===== config.mk =====
export PLATFORM = sky130hd
export DESIGN_NAME = touch_two_point_calibration
export DESIGN_NICKNAME = d
export VERILOG_FILES = /design/src/rtl/core/tpc_pkg.sv /design/src/rtl/core/tpc_serial_unit.sv /design/src/rtl/core/touch_two_point_calibration.sv
export VERILOG_INCLUDE_DIRS = /design/src /design/src/rtl/core
export SDC_FILE = /design/constraint.sdc
export NUM_CORES = 2
export LEC_CHECK = 0
export BUFFER_PORTS_ARGS = -buffer_cell sky130_fd_sc_hd__buf_2
export CORE_MARGIN = 3
export CORE_UTILIZATION = 66
export CTS_BUF_LIST = sky130_fd_sc_hd__clkbuf_2
export DETAILED_ROUTE_END_ITERATION = 7
export HOLD_SLACK_MARGIN = 0.15
export PLACE_DENSITY = 0.88
export SYNTH_ARGS = -nofsm -noshare
export SYNTH_HDL_FRONTEND = slang
export SYNTH_SLANG_ARGS = --single-unit

===== constraint.sdc =====
create_clock -name clk -period 10.95 [get_ports clk]
set_input_delay 1.095 -clock clk [delete_from_list [all_inputs] [get_ports clk]]
set_output_delay 1.095 -clock clk [all_outputs]
set_load 0.05 [all_outputs]

===== src/rtl/core/touch_two_point_calibration_defines.svh =====
// Assertion macros shared by the touch calibration design.
`ifndef TOUCH_TWO_POINT_CALIBRATION_DEFINES_SVH
`define TOUCH_TWO_POINT_CALIBRATION_DEFINES_SVH

// Same-cycle implication, checked outside reset.
`define TPC_ASSERT_NOW(lbl, ante, cons, msg) \
	lbl: assert property (@(posedge clk) disable iff (!arst_n) (ante) |-> (cons)) else $error(msg);

// Next-cycle implication, checked outside reset.
`define TPC_ASSERT_NEXT(lbl, ante, cons, msg) \
	lbl: assert property (@(posedge clk) disable iff (!arst_n) (ante) |=> (cons)) else $error(msg);

`endif


===== src/rtl/core/tpc_pkg.sv =====
// Shared types and constants for the touch calibration block.
package tpc_pkg;

	localparam int RawBits   = 10;
	localparam int SizeBits  = 12;
	localparam int CoefBits  = 24;
	localparam int AMagBits  = 32;
	localparam int BMagBits  = 24;
	localparam int ResBits   = AMagBits + BMagBits;
	localparam int CntBits   = 6;
	localparam int MulSteps  = BMagBits;
	localparam int DivSteps  = AMagBits;

	typedef enum logic {
		OP_MUL,
		OP_DIV
	} tpc_op_t;

	typedef struct packed {
		logic    go;
		tpc_op_t op;
	} tpc_req_t;

	typedef struct packed {
		logic busy;
		logic done;
	} tpc_rsp_t;

endpackage


===== src/rtl/core/tpc_serial_unit.sv =====
// Bit-serial unsigned multiplier and restoring divider shared by the datapath.
module tpc_serial_unit (
	input  logic                          clk,
	input  logic                          arst_n,
	input  tpc_pkg::tpc_req_t             req,
	input  logic [tpc_pkg::AMagBits-1:0]  a_mag,
	input  logic [tpc_pkg::BMagBits-1:0]  b_mag,
	output tpc_pkg::tpc_rsp_t             rsp,
	output logic [tpc_pkg::ResBits-1:0]   res_mag
);
	import tpc_pkg::*;

	logic [ResBits-1:0]  acc_q;
	logic [AMagBits-1:0] mcand_q;
	logic [BMagBits-1:0] mplier_q;
	logic [BMagBits:0]   rem_q;
	logic [AMagBits-1:0] quo_q;
	logic [CntBits-1:0]  cnt_q;
	tpc_op_t             op_q;
	logic                busy_q;
	logic                done_q;

	logic [AMagBits:0]   mul_sum;
	logic [BMagBits:0]   rem_shift;
	logic [BMagBits+1:0] trial;

	// One partial product per cycle, shifting right.
	assign mul_sum = {1'b0, acc_q[ResBits-1:BMagBits]}
		+ (mplier_q[0] ? {1'b0, mcand_q} : '0);
	// One quotient bit per cycle.
	assign rem_shift = {rem_q[BMagBits-1:0], quo_q[AMagBits-1]};
	assign trial     = {1'b0, rem_shift} - {2'b00, b_mag};

	always_ff @(posedge clk or negedge arst_n) begin
		if (!arst_n) begin
			busy_q <= 1'b0;
			done_q <= 1'b0;
			cnt_q  <= '0;
			op_q   <= OP_MUL;
		end else begin
			done_q <= 1'b0;
			if (req.go && !busy_q) begin
				busy_q <= 1'b1;
				op_q   <= req.op;
				cnt_q  <= (req.op == OP_DIV) ? CntBits'(DivSteps) : CntBits'(MulSteps);
			end else if (busy_q) begin
				cnt_q <= cnt_q - 1'b1;
				if (cnt_q == CntBits'(1)) begin
					busy_q <= 1'b0;
					done_q <= 1'b1;
				end
			end
		end
	end

	always_ff @(posedge clk) begin
		if (req.go && !busy_q) begin
			acc_q    <= '0;
			mcand_q  <= a_mag;
			mplier_q <= b_mag;
			rem_q    <= '0;
			quo_q    <= a_mag;
		end else if (busy_q) begin
			if (op_q == OP_MUL) begin
				acc_q    <= {mul_sum, acc_q[BMagBits-1:1]};
				mplier_q <= {1'b0, mplier_q[BMagBits-1:1]};
			end else begin
				if (!trial[BMagBits+1]) begin
					rem_q <= trial[BMagBits:0];
				end else begin
					rem_q <= rem_shift;
				end
				quo_q <= {quo_q[AMagBits-2:0], ~trial[BMagBits+1]};
			end
		end
	end

	assign rsp.busy = busy_q;
	assign rsp.done = done_q;
	assign res_mag  = (op_q == OP_DIV) ? {{BMagBits{1'b0}}, quo_q} : acc_q;

endmodule


===== src/rtl/core/touch_two_point_calibration.sv =====
// Steps after the input transfer: a start command places the first target, then the output
// stage; a plain sample takes two serial multiplies, then the output stage; a first calibration
// point also places the second target; the finishing point adds two distance multiplies, four
// product multiplies and four divisions before mapping. A stalled result delays the next item.
// Throughput: one item at a time; input is accepted only while the sequencer is idle.
// Reset: arst_n clears control, calibration state, offsets (0) and scales (1.0).
module touch_two_point_calibration (
	input  logic        clk,
	input  logic        arst_n,
	input  logic        s_tvalid,
	output logic        s_tready,
	// raw_x[9:0], raw_y[19:10], pressure[35:20], zero pad [39:36]
	input  logic [39:0] s_tdata,
	// kind[0]
	input  logic        s_tuser,
	output logic        m_tvalid,
	input  logic        m_tready,
	// screen_x[15:0], screen_y[31:16], touch_valid[32], calibrating[33],
	// target_index[35:34], calibration_done[36], divide_error[37], zero pad [39:38]
	output logic [39:0] m_tdata,
	input  logic        cfg_we,
	input  logic [2:0]  cfg_index,
	input  logic [21:0] cfg_data
);
	import tpc_pkg::*;

	localparam logic [2:0] REG_WIDTH  = 3'd0;
	localparam logic [2:0] REG_HEIGHT = 3'd1;
	localparam logic [2:0] REG_ROT    = 3'd2;
	localparam logic [2:0] REG_PMIN   = 3'd3;
	localparam logic [2:0] REG_PMAX   = 3'd4;
	localparam logic [2:0] REG_SEP    = 3'd5;

	// Reciprocal of ten: floor(n * 52429 / 2^19) is exact for every n below 2^16.
	localparam logic [16:0] RECIP_TEN = 17'd52429;
	localparam logic [CoefBits-1:0] SCALE_ONE = 24'h010000;

	typedef enum logic [4:0] {
		ST_IDLE, ST_TGT_X, ST_TGT_Y, ST_TGT_W,
		ST_DIST_X, ST_DIST_Y, ST_TAKE, ST_FIN_CHK,
		ST_FX_P1, ST_FX_P2, ST_FX_DIV,
		ST_FY_P1, ST_FY_P2, ST_FY_DIV,
		ST_SX_DIV, ST_SY_DIV, ST_MAP_X, ST_MAP_Y, ST_OUT
	} state_t;

	// Configuration registers.
	logic [SizeBits-1:0] width_q, height_q;
	logic [1:0]          rot_q;
	logic [15:0]         pmin_q, pmax_q;
	logic [21:0]         sep_q;

	always_ff @(posedge clk or negedge arst_n) begin
		if (!arst_n) begin
			width_q  <= 12'd240;
			height_q <= 12'd320;
			rot_q    <= 2'd0;
			pmin_q   <= 16'd10;
			pmax_q   <= 16'd1000;
			sep_q    <= 22'd10000;
		end else if (cfg_we) begin
			unique case (cfg_index)
				REG_WIDTH:  width_q  <= cfg_data[SizeBits-1:0];
				REG_HEIGHT: height_q <= cfg_data[SizeBits-1:0];
				REG_ROT:    rot_q    <= cfg_data[1:0];
				REG_PMIN:   pmin_q   <= cfg_data[15:0];
				REG_PMAX:   pmax_q   <= cfg_data[15:0];
				REG_SEP:    sep_q    <= cfg_data;
				default:    ;
			endcase
		end
	end

	state_t               state_q;
	logic                 wait_q;
	logic                 kind_q, valid_q, done_q, derr_q;
	logic [RawBits-1:0]   rx_q, ry_q;
	logic [1:0]           pc_q;
	logic                 cal_q;
	logic                 tidx_q;
	logic [RawBits-1:0]   stx_q [2];
	logic [RawBits-1:0]   sty_q [2];
	logic [SizeBits-1:0]  tx_q [2];
	logic [SizeBits-1:0]  ty_q [2];
	logic [SizeBits-1:0]  nx_q, ny_q;
	logic [CoefBits-1:0]  offx_q, offy_q, sclx_q, scly_q;
	logic [21:0]          dsq_q;
	logic [21:0]          p1_q, p2_q;
	logic [32:0]          ux_q, uy_q;
	logic                 out_valid_q;
	logic [39:0]          out_data_q;

	tpc_req_t             req;
	tpc_rsp_t             rsp;
	logic [AMagBits-1:0]  a_mag;
	logic [BMagBits-1:0]  b_mag;
	logic                 op_neg;
	logic [ResBits-1:0]   res_mag;

	tpc_serial_unit u_unit (
		.clk     (clk),
		.arst_n  (arst_n),
		.req     (req),
		.a_mag   (a_mag),
		.b_mag   (b_mag),
		.rsp     (rsp),
		.res_mag (res_mag)
	);

	// Input fields and the pressure window.
	logic [RawBits-1:0] in_rx, in_ry;
	logic [15:0]        in_pr;
	logic               in_valid_pr;
	logic               in_accept;

	assign in_rx       = s_tdata[9:0];
	assign in_ry       = s_tdata[19:10];
	assign in_pr       = s_tdata[35:20];
	assign in_valid_pr = (in_pr > pmin_q) && (in_pr < pmax_q);
	assign s_tready    = (state_q == ST_IDLE);
	assign in_accept   = s_tvalid && s_tready;

	// Differences used by the separation check and the finish computation.
	logic               prev_idx;
	logic signed [10:0] dx, dy, drx, dry;
	logic signed [12:0] dtx, dty;
	logic [9:0]         dx_abs, dy_abs;
	logic [10:0]        drx_abs, dry_abs;
	logic [12:0]        dtx_abs, dty_abs;

	assign prev_idx = ~pc_q[0];
	assign dx  = $signed({1'b0, rx_q}) - $signed({1'b0, stx_q[prev_idx]});
	assign dy  = $signed({1'b0, ry_q}) - $signed({1'b0, sty_q[prev_idx]});
	assign drx = $signed({1'b0, stx_q[1]}) - $signed({1'b0, stx_q[0]});
	assign dry = $signed({1'b0, sty_q[1]}) - $signed({1'b0, sty_q[0]});
	assign dtx = $signed({1'b0, tx_q[1]}) - $signed({1'b0, tx_q[0]});
	assign dty = $signed({1'b0, ty_q[1]}) - $signed({1'b0, ty_q[0]});
	assign dx_abs  = dx[10] ? 10'(-dx) : dx[9:0];
	assign dy_abs  = dy[10] ? 10'(-dy) : dy[9:0];
	assign drx_abs = drx[10] ? 11'(-drx) : 11'(drx);
	assign dry_abs = dry[10] ? 11'(-dry) : 11'(dry);
	assign dtx_abs = dtx[12] ? 13'(-dtx) : 13'(dtx);
	assign dty_abs = dty[12] ? 13'(-dty) : 13'(dty);

	// Finish numerator: (t0*r1 - t1*r0) * 256, taken from the two stored products.
	logic signed [30:0] num;
	logic [30:0]        num_abs;

	assign num     = 31'($signed({1'b0, p1_q}) - $signed({1'b0, p2_q})) <<< 8;
	assign num_abs = num[30] ? 31'(-num) : num;

	// Mapping sum raw * 256 + offset for whichever axis is under way.
	logic signed [24:0] map_sum;
	logic [24:0]        map_abs;
	logic [CoefBits-1:0] map_off, map_scl, scl_abs;
	logic [RawBits-1:0]  map_raw;

	assign map_raw = (state_q == ST_MAP_Y) ? ry_q : rx_q;
	assign map_off = (state_q == ST_MAP_Y) ? offy_q : offx_q;
	assign map_scl = (state_q == ST_MAP_Y) ? scly_q : sclx_q;
	assign map_sum = $signed({7'b0, map_raw, 8'b0}) + $signed({map_off[CoefBits-1], map_off});
	assign map_abs = map_sum[24] ? 25'(-map_sum) : map_sum;
	assign scl_abs = map_scl[CoefBits-1] ? CoefBits'(-$signed(map_scl)) : map_scl;

	// Operands of the shared unit, chosen by the step in progress.
	logic is_op_state;

	always_comb begin
		a_mag       = '0;
		b_mag       = '0;
		op_neg      = 1'b0;
		req.op      = OP_MUL;
		is_op_state = 1'b1;
		case (state_q)
			ST_DIST_X: begin
				a_mag = AMagBits'(dx_abs);
				b_mag = BMagBits'(dx_abs);
			end
			ST_DIST_Y: begin
				a_mag = AMagBits'(dy_abs);
				b_mag = BMagBits'(dy_abs);
			end
			ST_FX_P1: begin
				a_mag = AMagBits'(tx_q[0]);
				b_mag = BMagBits'(stx_q[1]);
			end
			ST_FX_P2: begin
				a_mag = AMagBits'(tx_q[1]);
				b_mag = BMagBits'(stx_q[0]);
			end
			ST_FY_P1: begin
				a_mag = AMagBits'(ty_q[0]);
				b_mag = BMagBits'(sty_q[1]);
			end
			ST_FY_P2: begin
				a_mag = AMagBits'(ty_q[1]);
				b_mag = BMagBits'(sty_q[0]);
			end
			ST_FX_DIV: begin
				req.op = OP_DIV;
				a_mag  = AMagBits'(num_abs);
				b_mag  = BMagBits'(dtx_abs);
				op_neg = num[30] ^ dtx[12];
			end
			ST_FY_DIV: begin
				req.op = OP_DIV;
				a_mag  = AMagBits'(num_abs);
				b_mag  = BMagBits'(dty_abs);
				op_neg = num[30] ^ dty[12];
			end
			ST_SX_DIV: begin
				req.op = OP_DIV;
				a_mag  = AMagBits'({dtx_abs, 16'b0});
				b_mag  = BMagBits'(drx_abs);
				op_neg = dtx[12] ^ drx[10];
			end
			ST_SY_DIV: begin
				req.op = OP_DIV;
				a_mag  = AMagBits'({dty_abs, 16'b0});
				b_mag  = BMagBits'(dry_abs);
				op_neg = dty[12] ^ dry[10];
			end
			ST_MAP_X, ST_MAP_Y: begin
				a_mag  = AMagBits'(map_abs);
				b_mag  = scl_abs;
				op_neg = map_sum[24] ^ map_scl[CoefBits-1];
			end
			default: is_op_state = 1'b0;
		endcase
		req.go = is_op_state && !wait_q;
	end

	// Signed quotient, saturated to the 24-bit coefficient range.
	function automatic logic [CoefBits-1:0] sat_coef(input logic neg,
		input logic [AMagBits-1:0] mag);
		logic [CoefBits-1:0] r;
		begin
			if (!neg) begin
				r = (mag > AMagBits'(24'h7FFFFF)) ? 24'h7FFFFF : mag[CoefBits-1:0];
			end else begin
				r = (mag > AMagBits'(24'h800000)) ? 24'h800000
					: CoefBits'(-$signed({1'b0, mag[CoefBits-1:0]}));
			end
			return r;
		end
	endfunction

	// Saturation of a rotated coordinate to int16.
	function automatic logic [15:0] sat16(input logic signed [34:0] v);
		logic [15:0] r;
		begin
			if (v > 35'sd32767) begin
				r = 16'h7FFF;
			end else if (v < -35'sd32768) begin
				r = 16'h8000;
			end else begin
				r = v[15:0];
			end
			return r;
		end
	endfunction

	// Mapped magnitude is the product divided by 2^24; the sign is applied after
	// the shift so the result truncates toward zero.
	logic [31:0] map_q;
	logic [32:0] map_signed;

	assign map_q      = res_mag[ResBits-1:BMagBits];
	assign map_signed = op_neg ? 33'(-$signed({1'b0, map_q})) : {1'b0, map_q};

	// Target placement: one tenth or nine tenths of the screen size.
	logic [15:0] tgt_n;
	logic [32:0] tgt_prod;
	logic [SizeBits-1:0] tgt_x_rot, tgt_y_rot;

	assign tgt_n    = (state_q == ST_TGT_Y)
		? (tidx_q ? 16'(height_q) * 16'd9 : 16'(height_q))
		: (tidx_q ? 16'(width_q) * 16'd9 : 16'(width_q));
	assign tgt_prod = 33'(tgt_n) * 33'(RECIP_TEN);

	always_comb begin
		tgt_x_rot = nx_q;
		tgt_y_rot = ny_q;
		case (rot_q)
			2'd1: begin
				tgt_x_rot = height_q - 12'd1 - ny_q;
				tgt_y_rot = nx_q;
			end
			2'd2: begin
				tgt_x_rot = width_q - 12'd1 - nx_q;
				tgt_y_rot = height_q - 12'd1 - ny_q;
			end
			2'd3: begin
				tgt_x_rot = ny_q;
				tgt_y_rot = width_q - 12'd1 - nx_q;
			end
			default: ;
		endcase
	end

	// Screen rotation of the mapped point, then saturation.
	logic signed [34:0] ux_w, uy_w, wm1, hm1, rot_x, rot_y;

	assign ux_w = 35'($signed(ux_q));
	assign uy_w = 35'($signed(uy_q));
	assign wm1  = $signed({23'b0, width_q}) - 35'sd1;
	assign hm1  = $signed({23'b0, height_q}) - 35'sd1;

	always_comb begin
		rot_x = ux_w;
		rot_y = uy_w;
		case (rot_q)
			2'd1: begin
				rot_x = uy_w;
				rot_y = hm1 - ux_w;
			end
			2'd2: begin
				rot_x = wm1 - ux_w;
				rot_y = hm1 - uy_w;
			end
			2'd3: begin
				rot_x = wm1 - uy_w;
				rot_y = ux_w;
			end
			default: ;
		endcase
	end

	logic [15:0] sx_out, sy_out;
	logic [1:0]  tidx_out;
	logic        any_zero;
	logic [21:0] dsq_sum;

	assign sx_out   = kind_q ? 16'd0 : sat16(rot_x);
	assign sy_out   = kind_q ? 16'd0 : sat16(rot_y);
	assign tidx_out = cal_q ? pc_q : 2'd2;
	assign any_zero = (dtx == '0) || (dty == '0) || (drx == '0) || (dry == '0);
	assign dsq_sum  = dsq_q + res_mag[21:0];

	// Main sequencer. Each unit step launches the serial unit once, then waits
	// for its done pulse and takes the result.
	always_ff @(posedge clk or negedge arst_n) begin
		if (!arst_n) begin
			state_q     <= ST_IDLE;
			wait_q      <= 1'b0;
			pc_q        <= 2'd0;
			cal_q       <= 1'b0;
			tidx_q      <= 1'b0;
			offx_q      <= '0;
			offy_q      <= '0;
			sclx_q      <= SCALE_ONE;
			scly_q      <= SCALE_ONE;
			kind_q      <= 1'b0;
			valid_q     <= 1'b0;
			done_q      <= 1'b0;
			derr_q      <= 1'b0;
			out_valid_q <= 1'b0;
			out_data_q  <= '0;
		end else begin
			// In the output state the result register is handled below.
			if (out_valid_q && m_tready && (state_q != ST_OUT)) begin
				out_valid_q <= 1'b0;
			end
			if (req.go) begin
				wait_q <= 1'b1;
			end
			unique case (state_q)
				ST_IDLE: begin
					if (in_accept) begin
						kind_q  <= s_tuser;
						rx_q    <= in_rx;
						ry_q    <= in_ry;
						done_q  <= 1'b0;
						derr_q  <= 1'b0;
						valid_q <= !s_tuser && in_valid_pr;
						if (s_tuser) begin
							pc_q    <= 2'd0;
							cal_q   <= 1'b1;
							tidx_q  <= 1'b0;
							state_q <= ST_TGT_X;
						end else if (cal_q && in_valid_pr) begin
							state_q <= (pc_q != 2'd0) ? ST_DIST_X : ST_TAKE;
						end else begin
							state_q <= ST_MAP_X;
						end
					end
				end
				ST_TGT_X: begin
					nx_q    <= tgt_prod[30:19];
					state_q <= ST_TGT_Y;
				end
				ST_TGT_Y: begin
					ny_q    <= tgt_prod[30:19];
					state_q <= ST_TGT_W;
				end
				ST_TGT_W: begin
					tx_q[tidx_q] <= tgt_x_rot;
					ty_q[tidx_q] <= tgt_y_rot;
					state_q      <= kind_q ? ST_OUT : ST_MAP_X;
				end
				ST_DIST_X: begin
					if (wait_q && rsp.done) begin
						wait_q  <= 1'b0;
						dsq_q   <= res_mag[21:0];
						state_q <= ST_DIST_Y;
					end
				end
				ST_DIST_Y: begin
					if (wait_q && rsp.done) begin
						wait_q  <= 1'b0;
						state_q <= (dsq_sum > sep_q) ? ST_TAKE : ST_MAP_X;
					end
				end
				ST_TAKE: begin
					stx_q[pc_q[0]] <= rx_q;
					sty_q[pc_q[0]] <= ry_q;
					pc_q           <= pc_q + 2'd1;
					if (pc_q != 2'd0) begin
						cal_q   <= 1'b0;
						state_q <= ST_FIN_CHK;
					end else begin
						tidx_q  <= 1'b1;
						state_q <= ST_TGT_X;
					end
				end
				ST_FIN_CHK: begin
					if (any_zero) begin
						derr_q  <= 1'b1;
						state_q <= ST_MAP_X;
					end else begin
						state_q <= ST_FX_P1;
					end
				end
				ST_FX_P1, ST_FY_P1: begin
					if (wait_q && rsp.done) begin
						wait_q  <= 1'b0;
						p1_q    <= res_mag[21:0];
						state_q <= (state_q == ST_FX_P1) ? ST_FX_P2 : ST_FY_P2;
					end
				end
				ST_FX_P2, ST_FY_P2: begin
					if (wait_q && rsp.done) begin
						wait_q  <= 1'b0;
						p2_q    <= res_mag[21:0];
						state_q <= (state_q == ST_FX_P2) ? ST_FX_DIV : ST_FY_DIV;
					end
				end
				ST_FX_DIV: begin
					if (wait_q && rsp.done) begin
						wait_q  <= 1'b0;
						offx_q  <= sat_coef(op_neg, res_mag[AMagBits-1:0]);
						state_q <= ST_FY_P1;
					end
				end
				ST_FY_DIV: begin
					if (wait_q && rsp.done) begin
						wait_q  <= 1'b0;
						offy_q  <= sat_coef(op_neg, res_mag[AMagBits-1:0]);
						state_q <= ST_SX_DIV;
					end
				end
				ST_SX_DIV: begin
					if (wait_q && rsp.done) begin
						wait_q  <= 1'b0;
						sclx_q  <= sat_coef(op_neg, res_mag[AMagBits-1:0]);
						state_q <= ST_SY_DIV;
					end
				end
				ST_SY_DIV: begin
					if (wait_q && rsp.done) begin
						wait_q  <= 1'b0;
						scly_q  <= sat_coef(op_neg, res_mag[AMagBits-1:0]);
						done_q  <= 1'b1;
						state_q <= ST_MAP_X;
					end
				end
				ST_MAP_X: begin
					if (wait_q && rsp.done) begin
						wait_q  <= 1'b0;
						ux_q    <= map_signed;
						state_q <= ST_MAP_Y;
					end
				end
				ST_MAP_Y: begin
					if (wait_q && rsp.done) begin
						wait_q  <= 1'b0;
						uy_q    <= map_signed;
						state_q <= ST_OUT;
					end
				end
				ST_OUT: begin
					// The result register frees up when its transfer completes.
					if (!out_valid_q || m_tready) begin
						out_valid_q <= 1'b1;
						out_data_q  <= {2'b00, derr_q, done_q, tidx_out, cal_q, valid_q,
							sy_out, sx_out};
						state_q     <= ST_IDLE;
					end
				end
				default: state_q <= ST_IDLE;
			endcase
		end
	end

	assign m_tvalid = out_valid_q;
	assign m_tdata  = out_data_q;

	`include "touch_two_point_calibration_defines.svh"

	`TPC_ASSERT_NOW(a_pc_active, cal_q, pc_q < 2'd2, "point count reached two while calibrating")
	`TPC_ASSERT_NOW(a_unit_free, req.go, !rsp.busy, "serial unit launched while busy")
	`TPC_ASSERT_NOW(a_done_excl, out_valid_q, !(out_data_q[36] && out_data_q[37]), "done and divide error together")
	`TPC_ASSERT_NEXT(a_accept_busy, in_accept, state_q != ST_IDLE, "sequencer stayed idle after input transfer")

endmodule


==> flow_metrics.py <==
metrics = {
    "finish": {
        "nNetsFinal": 6810,
        "fill_cells": 5985,
        "fin_cells": 7356,
        "final_common_cell": "nand2_1",
        "drive_above_1_share_pct": 10.7,
        "final_cell_mix": "nand2_1, ha_1, inv_1, a21oi_1, nor2_1",
        "area_growth_pct": 6.82,
    },
    "setup_path": {
        "crit_required_ns": 12.10,
        "start_kind": "register",
        "path_class": "reg -> reg",
        "cp_slowest_cell": "dfrtp_1",
        "reg2reg_to": "nx_q[11]$_DFFE_PP_",
        "worstRegToRegCells": 34,
        "cp.buffers_inverters": 2,
        "r2r_start": "height_q[2]$_DFFE_PN0P_",
        "cp_max_fo": 9,
        "rrSetupSlack_ns": 1.69,
        "cp_data_arrival_time_ns": 10.41,
        "max_stage_delay_ns": 0.71,
        "crit_path_end_kind": "register",
        "cpLargestDelayFamily": "compound AO/OA/AOI/OAI gates",
    },
    "timing": {
        "setup-violations-final": 0,
        "worst_clock_skew_ns": 0.152,
        "holdWs_ns": 0.285,
        "max_freq_mhz": 108,
        "period_needed_ns": 9.26,
        "worst_slack_ns": 1.69,
        "tightestPinTransition_ns": 1.31,
        "slew_headroom_pct": 12.3,
        "rsz0062_at_grt": "false",
        "hold_viol": 0,
        "fin_tns_setup_ns": 0,
        "timing.final.max_slew_violations": 0,
        "period_share_pct": 84.6,
    },
    "place": {
        "gp_congestion": 1.06,
        "io_buffer_count": 106,
        "pre_cts_slack_ns": 1.91,
        "dp.cells": 6975,
        "hpwl_um": 126000,
    },
    "yosys": {
        "synth.yosys.seq_area_share_pct": 33.5,
        "ys_top_cells_by_area": "edfxtp_1, ha_1, dfrtp_1, nand2_1, a21oi_1",
        "synthCells": 6008,
        "ys_ff_latch": 669,
        "yosys.area.top_type": "edfxtp_1",
        "syn_area_mm2": 0.0541,
        "ys_warn_count": 0,
        "avgSynthCellArea_um2": 9.01,
        "synthArstFlopShare_pct": 35.6,
        "yosys_most_used_dff": "edfxtp_1",
        "ys_types": 104,
        "synth-edff-count": 351,
        "synth.top_cell.area_share_pct": 19.5,
    },
    "power_and_ir_drop": {
        "sw_frac_of_total_pct": 52.2,
        "p_sw_mw": 10.9,
        "power_leakage_nw": 25.2,
        "peakVddDrop_v": 0.000931,
        "power_mw": 20.9,
        "power.density_mw_per_mm2": 361,
        "clockPowerShare_pct": 8.5,
        "power_frac_seq_pct": 19.3,
        "comb_power_share_pct": 72.2,
        "p_int_mw": 9.99,
    },
    "grt": {
        "grt_pass1_vias": 47297,
        "grt_usage_pct": 39.1,
        "antenna_found_initial": 6,
        "grt_max_degree": 145,
        "use_met1_pct": 49.9,
        "grt_pass1_wl_um": 263000,
        "overflow": 0,
        "grtUsageMet2_pct": 61.0,
        "grt_busiest_layer": "met2",
        "use_met3_pct": 10.7,
    },
    "clock_tree": {
        "post_cts_buffers": 0,
        "htreeDepth": 4,
        "cts-root-buf": "clkbuf_2",
        "clkLatencyLatePin_ns": 1.48,
        "cts_resized": 0,
        "cts.sinks": 669,
        "cts_buffer_depth": 3,
        "cts_tree": "yes",
        "cts_buffers": 173,
        "hold_buffers": 57,
        "cts.clk_slew.worst_paths_ns": 0.12,
    },
    "min_path": {
        "min_path_type": "in -> async",
    },
    "floorplanning": {
        "start_util_pct": 67.0,
        "die_h_um": 292,
        "die-area_mm2": 0.0855,
        "die_x_um": 292,
        "core_area_mm2": 0.0808,
        "rows": 104,
        "io-pin-count": 113,
    },
    "run": {
        "maxCapViolCount": 0,
    },
    "status": {
        "status": "finished, violations left",
        "violations": "design-rule violations",
    },
    "routing": {
        "drtIter0Drc": 6000,
        "antenna_left": 0,
        "dr.pass1.iters": 8,
        "wl_um": 170000,
        "via_per_inst": 6.68,
        "drc": 2,
        "wl_per_cell_um": 23.1,
        "vias": 49157,
    },
}
## cell usage after synthesis (99+ instances only)
master / count
o21ai_0: 299
nand2_1: 618
a21o_1: 99
xnor2_1: 234
edfxtp_1: 351
nor3_1: 175
ha_1: 494
dfrtp_1: 217
mux2i_1: 147
mux2_2: 113
clkbuf_1: 226
nor2_1: 425
xor2_1: 158
a21oi_1: 440
inv_1: 440
## layer usage
metal / vias up / wire length [µm]
met3: 621 / 19700
met5: - / 22
li1: 22248 / -
met2: 2911 / 75100
met1: 23373 / 64600
met4: 4 / 10300
## worst min-delay path: cells and delay by family
| family | cells | cell delay [ns] |
|---|---|---|
| buffers and inverters | 3 | 0.99 |
## through the flow
stage	util, %	area [µm²]
after detailed placement	68.8	55600
after CTS	71.5	57800
final	71.5	57800
after floorplan	-	54100
after global placement	68.8	55600
after global routing	71.5	57800
## state kept, by name, summed over array words and instances (netlist names), 22 cells and up, named ones only
signal,cells
ty_q,24
scly_q,24
u_unit.mplier_q,24
p1_q,22
tx_q,24
uy_q,33
m_tdata,38
offx_q,24
sep_q,22
p2_q,22
u_unit.acc_q,56
u_unit.quo_q,32
sclx_q,24
offy_q,24
u_unit.mcand_q,31
dsq_q,22
u_unit.rem_q,24
ux_q,33
## worst max path at each step
stage,to,from,cells after the start,slack (ns)
after floorplan,nx_q[11]$_DFFE_PP_,height_q[2]$_DFFE_PN0P_,36,2.82
after global placement,nx_q[11]$_DFFE_PP_,height_q[2]$_DFFE_PN0P_,34,2.01
after detailed placement,nx_q[11]$_DFFE_PP_,height_q[2]$_DFFE_PN0P_,34,1.91
after CTS,nx_q[11]$_DFFE_PP_,width_q[0]$_DFFE_PN0P_,38,1.85
after global routing,ny_q[11]$_DFFE_PP_,width_q[0]$_DFFE_PN0P_,39,1.18
final,nx_q[11]$_DFFE_PP_,height_q[2]$_DFFE_PN0P_,34,1.69
## cell type report
cell class	instances	area (µm²)	area share [%]
inverters	443	1660	2.88
diodes	7	17.5	0.0303
repair buffers	231	1640	2.84
flip-flops and latches	669	18100	31.4
multi-input cells	4629	33400	57.9
clock buffers	254	1270	2.20
clock inverters	63	308	0.532
well taps	1060	1330	2.29
## power groups by stage
stage	logic, mW	registers (mW)	clock network [mW]
3_3_place_gp	14.1	4.09	0
4_1_cts	14.8	4.04	1.79
3_5_place_dp	14.7	4.09	0
2_1_floorplan	10.5	4.16	0
5_1_grt	16.8	4.08	1.93
6_report	15.1	4.03	1.78
## cells by family after synthesis
group	synth area share, %
xor gates and xnor gates	6.34
other	0.00693
buffers and inverters	4.99
AOI/OAI and AO/OA	19.5
muxes	5.26
and+or+nand+nor	15.3
DFF	33.5
adders and majority gates	15.1
(Power assumes the default switching activity.)
